[src/hdl/prfs_ram.sv]
module prfs_ram #(
  parameter int unsigned Width = 8,
  parameter int unsigned Depth = 16
) (
  input  logic                     clk_i,
  input  logic                     we_i,
  input  logic [$clog2(Depth)-1:0] waddr_i,
  input  logic [Width-1:0]         wdata_i,
  input  logic                     re_i,
  input  logic [$clog2(Depth)-1:0] raddr_i,
  output logic [Width-1:0]         rdata_o
);

  logic [Width-1:0] mem_q [Depth];
  logic [Width-1:0] rdata_q;

  always_ff @(posedge clk_i) begin
    if (we_i) begin
      mem_q[waddr_i] <= wdata_i;
    end
  end

  // Read data holds while re_i is low
  always_ff @(posedge clk_i) begin
    if (re_i) begin
      rdata_q <= mem_q[raddr_i];
    end
  end

  assign rdata_o = rdata_q;

endmodule

[config.mk]
export PLATFORM = sky130hd
export DESIGN_NAME = prfs_ram
export DESIGN_NICKNAME = d
export VERILOG_FILES = /design/src/hdl/prfs_ram.sv
export SDC_FILE = /design/constraint.sdc
export NUM_CORES = 1
export LEC_CHECK = 0
export BUFFER_PORTS_ARGS = -buffer_cell sky130_fd_sc_hd__buf_2
export CAP_MARGIN = 10
export CORE_ASPECT_RATIO = 0.8
export CORE_MARGIN = 5
export CORE_UTILIZATION = 52
export DETAILED_ROUTE_END_ITERATION = 8
export GPL_TIMING_DRIVEN = 0
export PLACE_DENSITY_LB_ADDON = 0.08
export SETUP_SLACK_MARGIN = 0.5
export SYNTH_ARGS = -nofsm -noshare
export SYNTH_HDL_FRONTEND = slang
export SYNTH_SLANG_ARGS = --single-unit
[constraint.sdc]
create_clock -name clk_i -period 1.92 [get_ports clk_i]
set_input_delay 0.096 -clock clk_i [delete_from_list [all_inputs] [get_ports clk_i]]
set_output_delay 0.096 -clock clk_i [all_outputs]
set_load 0.05 [all_outputs]
==> reports/qor.csv, run 1 <==
metric;value;unit
ys_ff_latch;136;
worst_pin_slew;0.8574;ns
cp_max_fo;1;
first_global_vias;2436;
hold_viol;0;
worstPathArrival;1.57;ns
firstDrtPassIters;4;
p_leak;1.997;nW
drv_slew;0;
timing.final.crit_share;73.92;%
critPathLaunchType;flip-flop;
cts_tree;built;
dp_cells;391;
outcome;completed;
grt_max_degree;17;
rows;32;
cp_data_required_time;2.07;ns
numPortBuffers;25;
drt_iter0_drc;241;
tns;0;ns
rr_startpoint;mem_q[7][5];
ff2ff_setup_slack;0.50;ns
die_x;122.1;um
initial_utilization;53.73;%
setup_violations;0;
grt_pass1_wl;15.42;mm
ant_nets;0;
drc;0;
clockRootBuffer;clkbuf_16;
antenna_cells;0;
min_period;1.419;ns
avgRoutedWirePerCell;23.94;um
die_h;99.68;um
holdCritPathClass;in2reg;
routed-via-count;2455;
cts_buffers;17;
ys_seq_area_share;78.12;%
r2r_end;rdata_o[5];
postSynthAreaPerCell;22.83;um2
critPathKind;reg2reg;
cap_violations;0;
cts_max_level;4;
vias_per_cell;5.776;
core_area;0.009729;mm2
final_nets;295;
synth.distinct_cells;18;
endpoint_kind;flip-flop;
insertion_delay;0.41;ns
cts_buffer_depth;2;
overflow;0;
hpwl;6.402;mm
syn_area;0.005228;mm2
yosysWarnings;0;
ios;27;
rsz0062_at_grt;true;
utilization;63.21;%
routed_wl;10.18;mm
fillCellCount;679;
fmax;0.7045;GHz
clk_pin_slew;0.06;ns
syn-num-nets;248;
cts.sinks;136;
min_to;rdata_o[2];
die_area;0.01217;mm2
gp_congestion;0.6907;
worstRegToRegCells;3;
hp-start;re_i;
synth_cells;229;
layout-drive-gt1-share;38.06;%
crit_path_start;mem_q[7][5];
cellPowerDensity;1125;mW/mm2
antenna_found_initial;0;
grt_use_total;18.41;%
fin_skew;0.01148;ns
stdcell_count;425;
maxSlewHeadroom;42.63;%
hold_depth;1;
peakVddDrop;0.7814;mV
area_delta_synth_final;17.64;%
==> registers in the layout, indices dropped and copies added, names as in the netlist <==
name	cells
rdata_o	8
mem_q	128
==> cells by family (layout without fill, tap and decap cells) <==
group                  after synthesis  after routing  synth area share (%)
DFF                                136            136                 78.12
and+or+nand+nor                     35             35                 3.136
muxes                               32             32                 14.79
AOI/OAI and AO/OA                   16             16                 2.298
buffers and inverters               10             70                 1.651
==> power by group <==
group	switching [W]	internal (W)	total (W)
combinational	0.000248	0.000140	0.000388
sequential	0.0000148	0.00335	0.00336
clock	0.00115	0.00201	0.00317
total	0.00142	0.00550	0.00692
==> worst max-delay path by stage <==
stage	to	slack [ns]	cells after the start
after floorplan	rdata_o[1]	0.54	5
after global placement	mem_q[8][2]	0.04	3
after detailed placement	mem_q[4][4]	0.09	3
after CTS	rdata_o[3]	0.48	3
after global routing	rdata_o[3]	0.47	3
final	rdata_o[5]	0.50	3
==> synthesized netlist by cell type <==
library cell	count	area, um2
a22oi_1	16	120.1
and2_1	1	6.260
and2b_1	1	7.510
buf_2	3	15.01
buf_4	1	7.510
buf_6	3	33.78
clkdlybuf4s25_2	3	30.03
edfxtp_1	136	4084
mux4_1	14	367.9
mux4_2	18	405.4
nand2_1	9	33.78
nand2b_1	2	12.51
nand3_1	1	5.000
nand3b_1	2	15.01
nor2_1	13	48.80
nor2b_1	1	6.260
nor3_1	4	20.02
or3b_2	1	8.760
==> stage by stage <==
stage | cell area [um2] | total power [W] | hold WS [ns] | setup WS, ns
after global routing | 6150 | 0.007150 | 0.01993 | 0.4710
after global placement | 5528 | 0.003783 | 0.4409 | 0.03748
after floorplan | 5233 | 0.003640 | 0.1949 | 0.5416
final | 6150 | 0.006916 | 0.03721 | 0.5007
after CTS | 6130 | 0.006961 | 0.02468 | 0.4809
after detailed placement | 5533 | 0.003792 | 0.4546 | 0.08507
==> final cells by class <==
class	count	area, um2	area share [%]
sequential	136	4084	66.41
multi-input combinational	83	1084	17.62
clock buffer	17	425.4	6.918
tap	136	170.2	2.767
clock inverter	15	160.2	2.604
timing repair buffer	28	140.1	2.279
buffer	10	86.33	1.404
==> cells in the final DEF, fill, tap and decap left out, types with 2 or more instances in the layout <==
master / count
a22oi_1: 4
clkbuf_16: 17
nand2_1: 9
clkinvlp_4: 6
mux4_2: 29
clkinv_2: 2
mux4_1: 3
clkinv_1: 4
nand3b_1: 2
bufinv_16: 3
a22oi_2: 12
clkdlybuf4s25_2: 3
buf_2: 31
nor2_1: 12
edfxtp_1: 136
nand2b_1: 2
buf_6: 3
nor3_1: 3
==> routing by layer <==
layer | up-vias | track usage, % | part of all wire (%)
met5 | - | 0 | 0
met4 | 0 | 5.938 | 0.77
met3 | 8 | 5.912 | 6.8
met2 | 78 | 24.36 | 44
met1 | 1300 | 29.06 | 49
li1 | 1069 | - | -
==> worst max-delay path, cell delays in order (launching register included) <==
cell	delay [ns]
edfxtp_1	0.36
mux4_2	0.53
a22oi_2	0.18
nand2_1	0.08
==> repair_timing <==
action | CTS | global route
pin swaps | 3 | 10
buffers inserted | 0 | 0
hold buffers | 0 | 0
endpoints found under the setup margin | 7 | 16
resized for setup | 11 | 13
hold endpoints to repair | 0 | 0
cloned | 0 | 0
Power figures use the tool's default switching activity.
==> run 2: changes to the inputs <==
Settings changed: ABC_AREA set to 1.
Clock period 1.92 ns to 1.2 ns, I/O delays scaled along.
==> run 2 against run 1 <==
Worst hold slack got worse by 0.027 ns. Clock power increased by 89%. Sequential power increased by 60%. Flip-flop and latch count unchanged. Cell area increased by 23%. Register-to-register slack got worse by 0.43 ns. Synthesized cell count increased by 140%. First-iteration DRC count increased by 88%.
==> reports/qor.csv, run 2 <==
metric;value;unit
r2r_end;rdata_o[3];
p_leak;3.190;nW
synth_edf_count;136;
maxSlewHeadroom;66.39;%
tns;0;ns
worst_pin_slew;0.5042;ns
use_met2;33.90;%
clk_pin_slew;0.06;ns
timing.final.crit_share;94.26;%
synth_top_area_share;69.85;%
drt_iter0_drc;453;
hold_viol;0;
drc;0;
die_area;0.01348;mm2
core_area;0.01093;mm2
antenna_cells;0;
synthMostInstantiatedCell;nand2_1;
avgRoutedWirePerCell;20.51;um
syn_area;0.005847;mm2
syn-num-nets;570;
vias_per_cell;5.382;
grt.busiest_layer;met1;
cp_data_required_time;1.36;ns
hold_depth;1;
ios;27;
overflow;0;
rr_startpoint;mem_q[3][3];
insertion_delay;0.41;ns
largest_register_ff_count;128;
ff2ff_setup_slack;0.07;ns
utilization;68.94;%
routed_wl;15.63;mm
holdCritPathClass;in2reg;
synth_ff_type;edfxtp_1;
gp_congestion;0.8474;
use_met1;34.83;%
die_h;104.8;um
critPathLaunchType;flip-flop;
cellPowerDensity;1642;mW/mm2
ys_ff_latch;136;
routed-via-count;4101;
rows;34;
grt_pass1_wl;23.34;mm
synth_cells;551;
critPathKind;reg2reg;
ant_nets;0;
final_common_cell;nand2_1;
hp-start;re_i;
cts_max_level;4;
first_global_vias;4046;
worstRegToRegCells;6;
postSynthAreaPerCell;10.61;um2
yosysWarnings;0;
cts_buffer_depth;2;
layout_common_cells;nand2_1 (156), edfxtp_1 (136), inv_1 (96), nand3_2 (54), nand3_1 (42);
cts_tree;built;
numPortBuffers;23;
yosysTopAreaCell;edfxtp_1;
area_delta_synth_final;28.91;%
peakVddDrop;1.364;mV
endpoint_kind;flip-flop;
fin_skew;0.01096;ns
cap_violations;0;
die_x;128.6;um
grt_use_total;23.82;%
cp_max_fo;1;
outcome;completed;
initial_utilization;53.48;%
crit_path_start;mem_q[3][3];
synth_area_leaders;edfxtp_1 (70%), nand2_1 (11%), nand3_1 (8.3%);
hpwl;9.487;mm
min_to;rdata_o[1];
largest-register;mem_q;
antenna_found_initial;0;
cts.sinks;136;
grt_max_degree;17;
min_period;1.131;ns
cts_hold_buffers;0;
worstPathArrival;1.29;ns
synth_common_cells;nand2_1 (173), edfxtp_1 (136), inv_1 (100);
ys_seq_area_share;69.85;%
clockRootBuffer;clkbuf_16;
fmax;0.8841;GHz
firstDrtPassIters;5;
drv_slew;0;
async_flop_share;0;%
final_nets;624;
synth.distinct_cells;11;
layout-drive-gt1-share;29.29;%
cts_buffers;17;
fillCellCount;761;
setup_violations;0;
grt_use_met3;6.323;%
rsz0062_at_grt;true;
-- run 2: cell count changes after synthesis, sizes merged, moves of 2 or more --
cell and delta:
nand3 +96, inv +102, buf +17, nor2 +4
a22oi -16, clkdlybuf4s25 -3, nand2 +164, mux4 -32
nor3 -4, nand2b -2
-- run 2: critical path, cell delays in order (launching register included) --
cell and delay, ns:
edfxtp_1 0.37, nand2_1 0.06, nand2_1 0.07, nand2_1 0.10, nand3_2 0.10, nand3_2 0.11, nand2_2 0.07
-- run 2: area by class of cell --
type	instances	area (um2)	area share, %
Tap cell	144	180.2	2.390
Buffer	24	166.4	2.208
Sequential cell	136	4084	54.18
Inverter	102	387.9	5.146
Clock inverter	15	255.2	3.386
Multi-Input combinational cell	289	1687	22.38
Timing Repair Buffer	35	351.6	4.665
Clock buffer	17	425.4	5.644
-- run 2: how the worst max path moves through the flow --
| stage | endpoint | slack [ns] |
|---|---|---|
| detailed placement | mem_q[7][5] | -0.27 |
| floorplan | mem_q[10][0] | 0.27 |
| global route | rdata_o[5] | 0.02 |
| CTS | rdata_o[6] | 0.08 |
| global placement | mem_q[6][3] | -0.23 |
| finish | rdata_o[3] | 0.07 |
-- run 2: kinds of logic (layout without fill, tap and decap cells) --
group,Yosys count,after routing,synth area share [%]
buffers and inverters,126,193,9.394
flip-flops,136,136,69.85
AND/OR/NAND/NOR,289,289,20.76
-- run 2: stage by stage --
step                      area, um2  hold slack [ns]  setup WS [ns]  power [W]  std cells
after global placement         6280           0.4192        -0.2326   0.006276        718
after global routing           7537         0.008358        0.02050    0.01272        762
final                          7537         0.009958        0.06891    0.01237        762
after floorplan                5984           0.1589         0.2664   0.005965        551
after detailed placement       6280           0.4314        -0.2684   0.006292        718
after CTS                      7279         0.003048        0.07742    0.01230        761
-- run 2: where the power goes --
group / internal, W / total (W) / switching [W]
clock network: 0.00408 / 0.00598 / 0.00191
logic: 0.000302 / 0.00100 / 0.000703
registers: 0.00535 / 0.00538 / 0.0000306
total: 0.00973 / 0.0124 / 0.00264
-- run 2: per-layer routing --
metal	vias to the layer above	routed length, um
li1	1898	-
met1	1954	6711
met2	216	7040
met3	33	1361
met4	0	514
met5	-	0
-- run 2: timing repair --
| action | CTS | global route |
|---|---|---|
| pin swaps | 17 | 41 |
| gates cloned | 0 | 0 |
| resized for setup | 47 | 54 |
| setup endpoints to repair | 80 | 90 |
| setup buffers | 11 | 1 |
==> run 3: changes to the inputs <==
Settings changed: CORE_ASPECT_RATIO 0.8 to not set, REMOVE_ABC_BUFFERS set to 1.
==> run 3 against run 2 <==
Global-route usage fell by 3.5 points. Critical path type unchanged. Utilization fell by 2.7 points. Critical path depth did not move. Cell area fell by 3.9%.
==> reports/qor.csv, run 3 (same netlist as run 2, synthesis figures left out) <==
metric;value;unit
outcome;completed;
first_global_vias;3582;
setup_slack;0.06877;ns
layout_common_cells;nand2_1 (164), edfxtp_1 (136), inv_1 (98), nand3_1 (60), nand3_2 (37);
dp_cells;693;
clockRootBuffer;clkbuf_16;
holdCritPathClass;in2reg;
rsz0062_at_grt;true;
routed-via-count;3798;
worstPathArrival;1.29;ns
vias_per_cell;5.132;
largest_register_ff_count;128;
fin_skew;0.007663;ns
cts_max_level;4;
routed_wl;12.93;mm
grt_pass1_wl;19.90;mm
p_seq_share;46.5;%
cap_violations;0;
min_period;1.131;ns
fmax;0.8840;GHz
hpwl;7.069;mm
cts_tree;built;
cp_max_fo;1;
ant_nets;0;
layout-drive-gt1-share;22.33;%
maxSlewHeadroom;63.26;%
ios;27;
antenna_cells;0;
cts.sinks;136;
cellPowerDensity;1597;mW/mm2
grt_max_degree;66;
p_leak;3.016;nW
initial_utilization;53.47;%
avgRoutedWirePerCell;17.48;um
rows;38;
worst_pin_slew;0.5510;ns
hold_viol;0;
critPathKind;reg2reg;
clk_pin_slew;0.06;ns
setup_violations;0;
internal_power;0.009049;W
numPortBuffers;26;
final_nets;606;
endpoint_kind;flip-flop;
final_common_cell;nand2_1;
total_power;0.01156;W
grt_use_total;20.34;%
drc;0;
stdcell_count;740;
comb_power_share;7.5;%
die_h;116.0;um
peakVddDrop;0.8198;mV
insertion_delay;0.41;ns
drt_iter0_drc;328;
timing.final.crit_share;94.27;%
fillCellCount;808;
die_area;0.01346;mm2
critPathLaunchType;flip-flop;
drv_slew;0;
multi_input_area;0.001541;mm2
cts_buffer_depth;2;
overflow;0;
die_x;116.0;um
area_delta_synth_final;23.86;%
antenna_found_initial;0;
cts_buffers;17;
firstDrtPassIters;4;
gp_congestion;0.7628;
regArea;0.004084;mm2
whs;0.07082;ns
pre_cts_slack;-1.645;ns
largest-register;mem_q;
sw_frac_of_total;21.75;%
power.switching;0.002515;W
core_area;0.01094;mm2
cp_data_required_time;1.36;ns
clkPwrFrac;46.0;%
run 3: changes by cell type in the layout (fill, tap and decap cells not counted), sizes merged:
cell	change
bufinv	-3
clkbuf	+1
inv	-1
buf	-20
clkinvlp	+4
dlygate4sd3	+1
run 3: final timing paths:
kind / start / end / slack (ns) / depth (start not counted)
setup / recovery: mem_q[5][6] / rdata_o[6] / 0.07 / 6
hold reg to reg: mem_q[10][7] / rdata_o[7] / 0.74 / 6
hold / removal: wdata_i[5] / mem_q[8][5] / 0.07 / 1
setup reg to reg: mem_q[5][6] / rdata_o[6] / 0.07 / 6
run 3: metrics by stage:
stage                     util (%)  TNS (ns)  instance area [um2]
after floorplan                  -         0                 5680
after global placement       54.74    -36.95                 5986
after detailed placement     54.74    -38.37                 5986
after CTS                    64.26         0                 7027
after global routing         66.22         0                 7242
final                        66.22         0                 7242
run 3: per-layer routing:
metal  track usage, %  share of wire, %  up-vias  wire [um]
met5                0                 0        -          0
met4            7.657               2.0        0        263
met3            4.648               7.2       21        928
met2            30.30                46      127       5997
met1            29.45                44     1793       5741
li1                 -                 -     1857          -
run 3: worst max-delay path, stage by stage, from the launching register on:
cell      delay (ns)
edfxtp_1        0.37
inv_1           0.07
nand2_1         0.05
nand3_1         0.10
nand3_2         0.11
nand3_2         0.11
nand2_2         0.07
run 3: final cells by class:
| class | instances | area share, % |
|---|---|---|
| Sequential cell | 136 | 56.39 |
| Multi-Input combinational cell | 289 | 21.29 |
| Timing Repair Buffer | 41 | 6.012 |
| Clock buffer | 17 | 5.874 |
| Inverter | 102 | 5.477 |
| Clock inverter | 15 | 2.540 |
| Tap cell | 140 | 2.419 |
run 3: timing repair:
| item | 4_1_cts | 5_1_grt |
|---|---|---|
| endpoints found under the hold margin | 8 | 0 |
| cloned | 0 | 0 |
| setup buffers | 9 | 5 |
| gates resized for setup | 78 | 33 |
| setup endpoints to repair | 144 | 117 |
| pin swaps | 16 | 26 |
| hold buffers | 1 | 0 |
run 3: power by group through the flow:
stage	registers [W]	logic, W	clock network [W]
after global routing	0.00539	0.000942	0.00563
final	0.00538	0.000868	0.00531
after CTS	0.00538	0.000808	0.00535
after global placement	0.00547	0.000674	0
after detailed placement	0.00547	0.000688	0
after floorplan	0.00556	0.000287	0
