**src/hdl/prfs_pkg.sv**
```systemverilog
package prfs_pkg;

  // Ring geometry
  localparam int unsigned RingSlots    = 16;
  localparam int unsigned PayloadBytes = 512;
  localparam int unsigned SlotWords    = (PayloadBytes + 7) / 8;
  localparam int unsigned PtrW         = $clog2(RingSlots);
  localparam int unsigned OccW         = $clog2(RingSlots + 1);
  localparam int unsigned PayDepth     = RingSlots * SlotWords;
  localparam int unsigned PayAddrW     = $clog2(PayDepth);

  // Field widths
  localparam int unsigned ActW  = 2;
  localparam int unsigned CodeW = 2;
  localparam int unsigned IdxW  = 6;
  localparam int unsigned WordW = 64;
  localparam int unsigned LenW  = 10;
  localparam int unsigned SrcW  = 32;
  localparam int unsigned TimeW = 32;
  localparam int unsigned CntW  = 32;
  localparam int unsigned NwW   = 8;
  localparam int unsigned MetaW = LenW + SrcW + TimeW;

  typedef enum logic [ActW-1:0] {
    ACT_WRITE   = 2'd0,
    ACT_COMMIT  = 2'd1,
    ACT_DEQUEUE = 2'd2,
    ACT_STATUS  = 2'd3
  } action_e;

  typedef enum logic [CodeW-1:0] {
    CODE_OK      = 2'd0,
    CODE_BAD_LEN = 2'd1,
    CODE_FULL    = 2'd2,
    CODE_EMPTY   = 2'd3
  } code_e;

  typedef enum logic {
    ST_IDLE,
    ST_STREAM
  } state_e;

  typedef struct packed {
    logic commit;
    logic drop;
    logic dequeue;
  } stats_ev_t;

  typedef struct packed {
    logic [PtrW-1:0] head;
    logic [PtrW-1:0] tail;
    logic [OccW-1:0] occ;
    logic [OccW-1:0] hw;
    logic [CntW-1:0] drops;
    logic [CntW-1:0] processed;
  } stats_t;

  typedef struct packed {
    logic [LenW-1:0]  len;
    logic [SrcW-1:0]  src;
    logic [TimeW-1:0] rx_time;
  } meta_t;

  // Flat payload address of one word in one slot
  function automatic logic [PayAddrW-1:0] word_addr(logic [PtrW-1:0] slot,
                                                     logic [IdxW-1:0] idx);
    return PayAddrW'(slot) * PayAddrW'(SlotWords) + PayAddrW'(idx);
  endfunction

  // Words to stream for a packet: ceil(len/8), at least one, at most a slot
  function automatic logic [NwW-1:0] num_words(logic [LenW-1:0] len);
    logic [NwW-1:0] n;
    n = NwW'((LenW'(len) + (LenW + 1)'(7)) >> 3);
    if (n == '0) begin
      n = NwW'(1);
    end
    if (n > NwW'(SlotWords)) begin
      n = NwW'(SlotWords);
    end
    return n;
  endfunction

endpackage

```
**src/hdl/prfs_stats.sv**
```systemverilog
module prfs_stats (
  input  logic               clk_i,
  input  logic               rst_ni,
  input  prfs_pkg::stats_ev_t ev_i,
  output prfs_pkg::stats_t    stats_o
);

  import prfs_pkg::*;

  stats_t stats_d, stats_q;

  function automatic logic [PtrW-1:0] ptr_inc(logic [PtrW-1:0] p);
    return (p == PtrW'(RingSlots - 1)) ? '0 : p + PtrW'(1);
  endfunction

  always_comb begin
    stats_d = stats_q;
    priority if (ev_i.commit) begin
      stats_d.head = ptr_inc(stats_q.head);
      stats_d.occ  = stats_q.occ + OccW'(1);
      if (stats_q.occ + OccW'(1) > stats_q.hw) begin
        stats_d.hw = stats_q.occ + OccW'(1);
      end
    end else if (ev_i.dequeue) begin
      stats_d.tail      = ptr_inc(stats_q.tail);
      stats_d.occ       = stats_q.occ - OccW'(1);
      stats_d.processed = stats_q.processed + CntW'(1);
    end else if (ev_i.drop) begin
      stats_d.drops = stats_q.drops + CntW'(1);
    end else begin
      // hold
      stats_d = stats_q;
    end
  end

  always_ff @(posedge clk_i or negedge rst_ni) begin
    if (!rst_ni) begin
      stats_q <= '0;
    end else begin
      stats_q <= stats_d;
    end
  end

  assign stats_o = stats_q;

endmodule

```
**config.mk**
```make
export PLATFORM = sky130hd
export DESIGN_NAME = prfs_stats
export DESIGN_NICKNAME = d
export VERILOG_FILES = /design/src/hdl/prfs_pkg.sv /design/src/hdl/prfs_stats.sv
export SDC_FILE = /design/constraint.sdc
export NUM_CORES = 1
export LEC_CHECK = 0
export BUFFER_PORTS_ARGS = -buffer_cell sky130_fd_sc_hd__buf_4
export CAP_MARGIN = 20
export CORE_MARGIN = 8
export CORE_UTILIZATION = 40
export CTS_CLUSTER_SIZE = 25
export DETAILED_ROUTE_END_ITERATION = 8
export SKIP_CTS_REPAIR_TIMING = 1
export SKIP_LAST_GASP = 1
export SLEW_MARGIN = 20
export SYNTH_ARGS = -nofsm -noshare
export SYNTH_HDL_FRONTEND = slang
export SYNTH_SLANG_ARGS = --single-unit
export TNS_END_PERCENT = 5
```
**constraint.sdc**
```tcl
create_clock -name clk_i -period 3.7 [get_ports clk_i]
set_input_delay 0.74 -clock clk_i [delete_from_list [all_inputs] [get_ports clk_i]]
set_output_delay 0.74 -clock clk_i [all_outputs]
set_load 0.03 [all_outputs]
```
==> results.md, run 1 <==
- Starting utilization of the core area: 0.406
- Routed wire length: 8720 um
- Initial antenna violation count: 0
- DP Area: 4700 um2
- Crit path kind: reg -> reg
- Switching Fraction: 0.379
- Combinational share of power: 0.358
- Routed Antenna Nets: 0
- Crit-path max FO: 8
- Layout cells sized above 1: 0.271
- Startpoint types: register
- Max Freq: 393 MHz
- Worst hold path class: in -> async
- WL per Instance: 15.1 um
- Post-route cell area: 4920 um2
- Tcrit/Tclk final: 0.687
- Core area: 9680 um2
- Arr. time, crit path: 2.78 ns
- FF+latch count, synth: 82
- Root buf cell: clkbuf_8
- Area growth, synth to finish: 25.0%
- CTS sink cnt: 82
- GP Congestion: 0.817
- Vias in the first global route: 2913
- Library cells used by synthesis: 34
- DR DRC count: 0
- Synth area leaders: dfrtp_1 52%, xnor2_1 11%, xor2_1 4.9%, nand4_1 4.0%, ha_1 3.5%
- Least-Margin Pin Slew: 0.741 ns
- CP max stage cell: dfrtp_1
- First-pass GRT wire length: 14400 um
- Share of the synthesized area in the top cell type: 0.521
- 1st-pass router iterations: 4
- Outcome: finished, final reports clean
- Crit-path cells: ha_1 -> nand3_1 -> xnor2_1 -> ha_1 -> nand3_1 -> o21bai_1 -> a31oi_1 -> mux2_2
- Sequential share of power: 0.411
- Num CTS Buffers: 9
- Die Wd: 115 um
- Clk buf depth: 2
- Largest register FFs: 82
- Post-synth top area cell: dfrtp_1
- Worst-Skew Late Latency: 0.35 ns
- Final Max Slew Viols: 0
- Dpl hpwl: 6250 um
- Setup Skew: 0.0124 ns
- CTS tree: yes
- # setup viols final: 0
- Avg Cell Area, Syn: 11.2 um2
- # rows: 36
- Post-Syn Area: 3940 um2
- Commonest non-fill, non-tap cell in the layout: buf_4
- Iter 0 DRT Violations: 144
- Vias: 2889
- Pint: 0.00191 W
- P_leak: 2.38 nW
- Die height: 115 um
- Vias per Instance: 4.99
- Diodes inserted: 0
- Die Footprint: 13300 um2
- CTS clk-pin slew, worst paths: 0.08 ns
- Net total in the final layout: 458
- Clock power frac: 0.231
- PortBufs: 86
- Seq/Total Area, Yosys: 0.521
- Slowest cell delay on critical path: 0.50 ns
- Syn nets: 368
- Psw: 0.00117 W
- RSZ-0062 raised after global routing: false
- TNS Setup: 0 ns
- PD cells: 626 nW/um2
- Total Routing Usage GR: 0.136
- Final Hold Fails: 0
- Fill cell count: 904
- Crit. End Element: register
- Slew HR: 0.506
- Maxcap violations: 0
- Total number of yosys warnings: 0
- Worst VDD drop: 0.533 mV
- Largest net degree at the start of global routing: 83
- Most frequent cells in the layout: 86 x buf_4, 82 x dfrtp_1, 49 x xnor2_1
- Gr ovfl total: 0
- I/O Pins: 87
- CTS H-tree lvls: 3
- Worst Path Required: 3.94 ns
- Post-Syn Instances: 352
- Crit path time final: 2.54 ns
synthesized netlist by cell type:
master      n
a21o_1      2
a21oi_1     2
a311oi_1    1
a31oi_1     2
and2_1      3
and3_1     17
and4_1      3
and4bb_1    1
buf_2       2
buf_6       3
clkbuf_1    3
dfrtp_1    82
ha_1       11
inv_1      12
mux2_2      8
nand2_1    35
nand2b_4    1
nand3_1    25
nand4_1    25
nand4_2     1
nand4bb_1   1
nor2_1     10
nor2b_1     2
nor3_1      4
nor3_2      2
nor4_1      4
nor4_2      6
nor4bb_1    1
o21ai_0     9
o21bai_1    1
o41ai_1     1
or3_4       1
xnor2_1    49
xor2_1     22
cells by family (layout without fill, tap and decap cells):
| logic type | Yosys count | after routing | share of synthesized area |
|---|---|---|---|
| muxes | 8 | 8 | 0.0229 |
| AOI/OAI and AO/OA | 18 | 18 | 0.0273 |
| xor gates and xnor gates | 71 | 71 | 0.158 |
| buffers and inverters | 20 | 114 | 0.0254 |
| DFF | 82 | 82 | 0.521 |
| adders and majority gates | 11 | 11 | 0.0350 |
| and+or+nand+nor | 142 | 142 | 0.210 |
critical path, delay by kind of cell (launching register included):
| kind | cells | cell delay [ns] |
|---|---|---|
| AND/OR/NAND/NOR | 2 | 0.19 |
| multiplexers | 1 | 0.39 |
| adder cells (fa/ha/maj) | 2 | 0.55 |
| AO/OA/AOI/OAI | 2 | 0.61 |
| flip-flops | 1 | 0.50 |
| XOR/XNOR | 1 | 0.18 |
power by group through the flow:
stage / logic (W) / clock network, W / registers, W
after floorplan: 0.000460 / 0 / 0.00153
after global placement: 0.00112 / 0 / 0.00128
after detailed placement: 0.00112 / 0 / 0.00128
after CTS: 0.00112 / 0.000739 / 0.00127
after global routing: 0.00121 / 0.000775 / 0.00130
final: 0.00110 / 0.000711 / 0.00127
metal layers:
| metal | track usage | wire [um] | share of wire |
|---|---|---|---|
| met5 | 0 | 0 | 0 |
| met4 | 0.0464 | 78 | 0.0090 |
| met3 | 0.0467 | 575 | 0.066 |
| met2 | 0.213 | 4030 | 0.46 |
| met1 | 0.171 | 4030 | 0.46 |
stage by stage:
step	util	hold WS, ns	setup WS (ns)	power, W	instances
2_1_floorplan	-	0.444	1.18	0.00199	352
4_1_cts	0.508	0.475	1.16	0.00313	579
6_report	0.508	0.436	1.16	0.00308	579
3_3_place_gp	0.485	0.460	1.23	0.00239	564
5_1_grt	0.508	0.481	0.929	0.00329	579
3_5_place_dp	0.485	0.462	1.19	0.00240	564
cell type report:
class | instances | area, um2 | share of cell area
sequential | 82 | 2050 | 0.417
multi-input combinational | 250 | 1780 | 0.362
timing repair buffer | 87 | 657 | 0.134
tap | 133 | 166 | 0.0338
clock buffer | 10 | 138 | 0.0280
clock inverter | 5 | 78.8 | 0.0160
inverter | 12 | 45.0 | 0.00916
path summary, 6_finish.rpt:
check,endpoint,slack [ns],start,cells past startpoint
max in group asynchronous,stats_o[80],2.77,rst_ni,1
max reg2reg,stats_o[64],1.16,stats_o[69],8
min,stats_o[29],0.44,rst_ni,1
min in group clk_i,stats_o[31],0.47,stats_o[31],1
max,stats_o[64],1.16,stats_o[69],8
min reg2reg,stats_o[31],0.47,stats_o[31],1
Note: power is estimated with default switching activity, not from simulation.
==> run 2: changes to the inputs <==
==> constraint.sdc (replaced) <==
create_clock -name clk_i -period 2.2 [get_ports clk_i]
set_input_delay 0.44 -clock clk_i [delete_from_list [all_inputs] [get_ports clk_i]]
set_output_delay 0.44 -clock clk_i [all_outputs]
set_load 0.03 [all_outputs]
==> results.md, run 2 (synthesized netlist as in run 1, its figures left out) <==
- Outcome: finished, final reports clean (unchanged)
- Vias in the first global route: 2949 (was 2913)
- Dpl hpwl: 6490 um (was 6250 um)
- CTS clk-pin slew, worst paths: 0.09 ns (was 0.08 ns)
- Final instance count without filler cells: 592 (was 579)
- Root buf cell: clkbuf_8 (unchanged)
- Total Routing Usage GR: 0.139 (was 0.136)
- P_leak: 2.46 nW (was 2.38 nW)
- Layout cells sized above 1: 0.316 (was 0.271)
- Crit path kind: reg -> reg (unchanged)
- Max Freq: 458 MHz (was 393 MHz)
- Area growth, synth to finish: 30.3% (was 25.0%)
- Gr ovfl total: 0 (unchanged)
- Top delay family on crit path: compound AO/OA/AOI/OAI gates (unchanged)
- Slowest cell delay on critical path: 0.43 ns (was 0.50 ns)
- Iter 0 DRT Violations: 94 (was 144)
- CTS tree: yes (unchanged)
- Vias: 2918 (was 2889)
- GP Congestion: 0.793 (was 0.817)
- CP max stage cell: dfrtp_2 (was dfrtp_1)
- Most frequent cells in the layout: 98 x buf_4, 79 x dfrtp_1, 48 x xnor2_1 (was 86 x buf_4, 82 x dfrtp_1, 49 x xnor2_1)
- Startpoint types: register (unchanged)
- Starting utilization of the core area: 0.406 (unchanged)
- CTS sink cnt: 82 (unchanged)
- Clk buf depth: 2 (unchanged)
- Die height: 115 um (unchanged)
- Area of the multi-input gates: 1890 um2 (was 1780 um2)
- Core area: 9680 um2 (unchanged)
- DR DRC count: 0 (unchanged)
- DP Area: 4850 um2 (was 4700 um2)
- Routed wire length: 9000 um (was 8720 um)
- Final Max Slew Viols: 0 (unchanged)
- Die Wd: 115 um (unchanged)
- WL per Instance: 15.2 um (was 15.1 um)
- Tcrit/Tclk final: 0.992 (was 0.687)
- Crit-path max FO: 5 (was 8)
- PD cells: 1090 nW/um2 (was 626 nW/um2)
- Final hold slack: 0.0558 ns (was 0.436 ns)
- Arr. time, crit path: 2.41 ns (was 2.78 ns)
- PortBufs: 86 (unchanged)
- Buf+Inv Stages, Crit Path: 0 (unchanged)
- Crit. End Element: register (unchanged)
- Net total in the final layout: 470 (was 458)
- Slew HR: 0.644 (was 0.506)
- CTS H-tree lvls: 3 (unchanged)
- Crit-path cells: ha_4 -> nand3_4 -> xnor2_4 -> ha_4 -> nand3_2 -> o21bai_4 -> a31oi_4 -> mux2_4 (was ha_1 -> nand3_1 -> xnor2_1 -> ha_1 -> nand3_1 -> o21bai_1 -> a31oi_1 -> mux2_2)
- Cell repeated most along the worst path: ha_4
- # rows: 36 (unchanged)
- Routed Antenna Nets: 0 (unchanged)
- Final Hold Fails: 0 (unchanged)
- Maxcap violations: 0 (unchanged)
- 1st-pass router iterations: 4 (unchanged)
- First-pass GRT wire length: 14800 um (was 14400 um)
- I/O Pins: 87 (unchanged)
- Least-Margin Pin Slew: 0.534 ns (was 0.741 ns)
- Sequential cell area: 2060 um2 (was 2050 um2)
- # setup viols final: 0 (unchanged)
- Cell count after placement: 572 (was 564)
- Die Footprint: 13300 um2 (unchanged)
- Core Util, Final: 0.529 (was 0.508)
- Post-route cell area: 5130 um2 (was 4920 um2)
- Setup Skew: 0.00977 ns (was 0.0124 ns)
- Crit path time final: 2.18 ns (was 2.54 ns)
- Largest net degree at the start of global routing: 44 (was 83)
- Largest register FFs: 82 (unchanged)
- Num CTS Buffers: 9 (unchanged)
- Worst-Skew Late Latency: 0.35 ns (about the same)
- RSZ-0062 raised after global routing: true (was false)
- Initial antenna violation count: 0 (unchanged)
- Fill cell count: 883 (was 904)
- Commonest non-fill, non-tap cell in the layout: buf_4 (unchanged)
- Diodes inserted: 0 (unchanged)
- Worst VDD drop: 0.712 mV (was 0.533 mV)
- Worst Path Required: 2.43 ns (was 3.94 ns)
- Vias per Instance: 4.93 (was 4.99)
- Worst hold path class: in -> async (unchanged)
run 2: cell types whose count changed in the layout (fill, tap and decap cells not counted), moves of 2 or more:
cell,change
ha_4,+2
mux2_4,+5
nand3_1,-2
clkinvlp_4,+3
clkinv_2,-2
mux2_2,-5
dfrtp_1,-3
buf_4,+12
ha_1,-2
dfrtp_2,+3
run 2: metrics by stage:
step | worst slack, ns | power (W) | setup TNS [ns]
floorplan | 0.0107 | 0.00357 | 0
global placement | 0.0799 | 0.00426 | 0
detailed placement | -0.0193 | 0.00432 | -0.0569
CTS | -0.0292 | 0.00550 | -0.116
global route | -0.0472 | 0.00591 | -0.213
finish | 0.0175 | 0.00558 | 0
run 2: final cells by class:
cell class | count | area share
Inverter | 12 | 0.00878
Clock buffer | 11 | 0.0295
Sequential cell | 82 | 0.401
Multi-Input combinational cell | 250 | 0.369
Timing Repair Buffer | 99 | 0.147
Clock inverter | 5 | 0.0120
Tap cell | 133 | 0.0325
run 2: metal layers:
| layer | global-route usage | wire length (um) | vias to the layer above |
|---|---|---|---|
| met5 | 0 | 0 | - |
| met4 | 0.0613 | 133 | 0 |
| met3 | 0.0378 | 534 | 12 |
| met2 | 0.213 | 4190 | 65 |
| met1 | 0.179 | 4140 | 1403 |
| li1 | - | - | 1438 |
run 2: report_power, final:
part | switching [W] | total [W] | internal (W)
Combinational | 0.00122 | 0.00226 | 0.00105
Sequential | 0.000383 | 0.00215 | 0.00177
Clock | 0.000571 | 0.00116 | 0.000591
run 2: worst register-to-register path, cell delays in order, from the launching register on:
cell and delay, ns:
dfrtp_2 0.43, ha_4 0.18, nand3_4 0.10, xnor2_4 0.16, ha_4 0.28, nand3_2 0.07
o21bai_4 0.19, a31oi_4 0.32, mux2_4 0.33
run 2: final timing paths:
kind	cells after the start	startpoint	slack, ns	endpoint
setup / recovery	8	stats_o[69]	0.02	stats_o[65]
hold / removal	1	rst_ni	0.06	stats_o[28]
min in group clk_i	3	ev_i[1]	0.42	stats_o[34]
max in group asynchronous	2	rst_ni	1.53	stats_o[46]
hold reg to reg	1	stats_o[63]	0.47	stats_o[63]
setup reg to reg	8	stats_o[69]	0.02	stats_o[65]
==> run 3: changes to the inputs <==
--- a/config.mk
+++ b/config.mk
@@ -7,10 +7,12 @@
 export LEC_CHECK = 0
 export BUFFER_PORTS_ARGS = -buffer_cell sky130_fd_sc_hd__buf_4
 export CAP_MARGIN = 20
+export CORE_ASPECT_RATIO = 0.9
 export CORE_MARGIN = 8
 export CORE_UTILIZATION = 40
 export CTS_CLUSTER_SIZE = 25
 export DETAILED_ROUTE_END_ITERATION = 8
+export REMOVE_ABC_BUFFERS = 1
 export SKIP_CTS_REPAIR_TIMING = 1
 export SKIP_LAST_GASP = 1
 export SLEW_MARGIN = 20
==> results.md, run 3 (synthesized netlist as in run 1, its figures left out) <==
- Vias in the first global route: 3075 (was 2949)
- # rows: 34 (was 36)
- Commonest non-fill, non-tap cell in the layout: buf_4 (unchanged)
- Die Wd: 121 um (was 115 um)
- Starting utilization of the core area: 0.409 (was 0.406)
- Total Routing Usage GR: 0.141 (was 0.139)
- Area growth, synth to finish: 30.4% (was 30.3%)
- Worst hold path class: in -> async (unchanged)
- Max Freq: 462 MHz (was 458 MHz)
- Final instance count without filler cells: 591 (was 592)
- Diodes inserted: 0 (unchanged)
- Num CTS Buffers: 9 (unchanged)
- Least-Margin Pin Slew: 0.568 ns (was 0.534 ns)
- Worst Path Required: 2.43 ns (about the same)
- # setup viols final: 0 (unchanged)
- Layout cells sized above 1: 0.316 (about the same)
- Largest net degree at the start of global routing: 43 (was 44)
- Worst VDD drop: 0.833 mV (was 0.712 mV)
- PortBufs: 86 (unchanged)
- Final Hold Fails: 0 (unchanged)
- Arr. time, crit path: 2.39 ns (was 2.41 ns)
- Largest register FFs: 82 (unchanged)
- RSZ-0062 raised after global routing: true (unchanged)
- CP max stage cell: dfrtp_1 (was dfrtp_2)
- Grt met2 use: 0.229 (was 0.213)
- PD cells: 1080 nW/um2 (was 1090 nW/um2)
- Outcome: finished, final reports clean (unchanged)
- Net total in the final layout: 476 (was 470)
- TNS Setup: 0 ns (unchanged)
- Crit-path cells: ha_4 -> nand3_4 -> xnor2_2 -> ha_1 -> nand3_2 -> o21bai_1 -> a31oi_1 -> buf_4 -> mux2_4 (was ha_4 -> nand3_4 -> xnor2_4 -> ha_4 -> nand3_2 -> o21bai_4 -> a31oi_4 -> mux2_4)
- CTS sink cnt: 82 (unchanged)
- Root buf cell: clkbuf_8 (unchanged)
- Crit. End Element: register (unchanged)
- Crit path time final: 2.17 ns (was 2.18 ns)
- CTS clk-pin slew, worst paths: 0.08 ns (was 0.09 ns)
- Startpoint types: register (unchanged)
- Vias per Instance: 4.97 (was 4.93)
- Clk buf depth: 2 (unchanged)
- Final Max Slew Viols: 0 (unchanged)
- CTS tree: yes (unchanged)
- Core area: 9610 um2 (was 9680 um2)
- First-pass GRT wire length: 15300 um (was 14800 um)
- I/O Pins: 87 (unchanged)
- Iter 0 DRT Violations: 75 (was 94)
- Most frequent cells in the layout: 102 x buf_4, 82 x dfrtp_1, 47 x xnor2_1 (was 98 x buf_4, 79 x dfrtp_1, 48 x xnor2_1)
- CTS H-tree lvls: 3 (unchanged)
- Final Power: 0.00554 W (was 0.00558 W)
- Met1 usage: 0.179 (about the same)
- Cell count after placement: 571 (was 572)
- Slew HR: 0.622 (was 0.644)
- Maxcap violations: 0 (unchanged)
- Busiest layer in global routing: met2 (unchanged)
- Gr ovfl total: 0 (unchanged)
- 1st-pass router iterations: 4 (unchanged)
- P_leak: 2.49 nW (was 2.46 nW)
- Vias: 2938 (was 2918)
- Die Footprint: 13300 um2 (about the same)
- GP Congestion: 0.739 (was 0.793)
- Tcrit/Tclk final: 0.985 (was 0.992)
- Slowest cell delay on critical path: 0.42 ns (was 0.43 ns)
- Crit-path max FO: 3 (was 5)
- Setup Skew: 0.0122 ns (was 0.00977 ns)
- DR DRC count: 0 (unchanged)
- Routed Antenna Nets: 0 (unchanged)
- Worst-Skew Late Latency: 0.34 ns (was 0.35 ns)
- Routed wire length: 8990 um (was 9000 um)
- Dpl hpwl: 6580 um (was 6490 um)
- Met3 Use GR: 0.0448 (was 0.0378)
- Die height: 110 um (was 115 um)
- Initial antenna violation count: 0 (unchanged)
- Crit path kind: reg -> reg (unchanged)
- WL per Instance: 15.2 um (about the same)
==> run 3: final timing paths <==
check / slack (ns) / end / startpoint / cells past startpoint
max: 0.03 / stats_o[66] / stats_o[70] / 9
min: 0.09 / stats_o[30] / rst_ni / 1
max reg2reg: 0.03 / stats_o[66] / stats_o[70] / 9
min reg2reg: 0.47 / stats_o[31] / stats_o[31] / 1
max in group asynchronous: 1.49 / stats_o[59] / rst_ni / 2
min in group clk_i: 0.41 / stats_o[34] / ev_i[1] / 3
==> run 3: metal layers <==
metal / wire length [um] / part of all wire / vias to the layer above
met1: 4210 / 0.47 / 1414
met3: 501 / 0.056 / 4
met4: 58 / 0.0065 / 0
met5: 0 / 0 / -
met2: 4220 / 0.47 / 67
li1: - / - / 1453
==> run 3: per-stage QoR <==
stage | util | hold slack [ns] | instance area, um2 | worst slack, ns
floorplan | - | 0.144 | 3880 | -0.327
finish | 0.534 | 0.0909 | 5130 | 0.0337
global route | 0.534 | 0.115 | 5130 | -0.0597
global placement | 0.501 | 0.458 | 4810 | 0.0544
CTS | 0.520 | 0.0931 | 5000 | -0.0125
detailed placement | 0.501 | 0.461 | 4810 | 0.0189
==> run 3: worst max-delay path: cells and delay by family (launching register included) <==
kind                       cells  cell delay (ns)
buffers and inverters          1             0.17
DFF                            1             0.42
and+or+nand+nor                2             0.16
AOI/OAI and AO/OA              2             0.33
xor gates and xnor gates       1             0.16
adders and majority gates      2             0.51
muxes                          1             0.30
==> run 3: area by class of cell <==
class	count	area [um2]
Timing Repair Buffer	105	808
Inverter	12	45.0
Tap cell	126	158
Fill cell	889	4480
Clock buffer	11	131
Clock inverter	5	55.1
Sequential cell	82	2050
Multi-Input combinational cell	250	1880
==> run 3: report_power, final <==
group          internal, W  switching, W
logic              0.00112       0.00125
clock network     0.000522      0.000533
registers          0.00177      0.000356
total              0.00341       0.00214
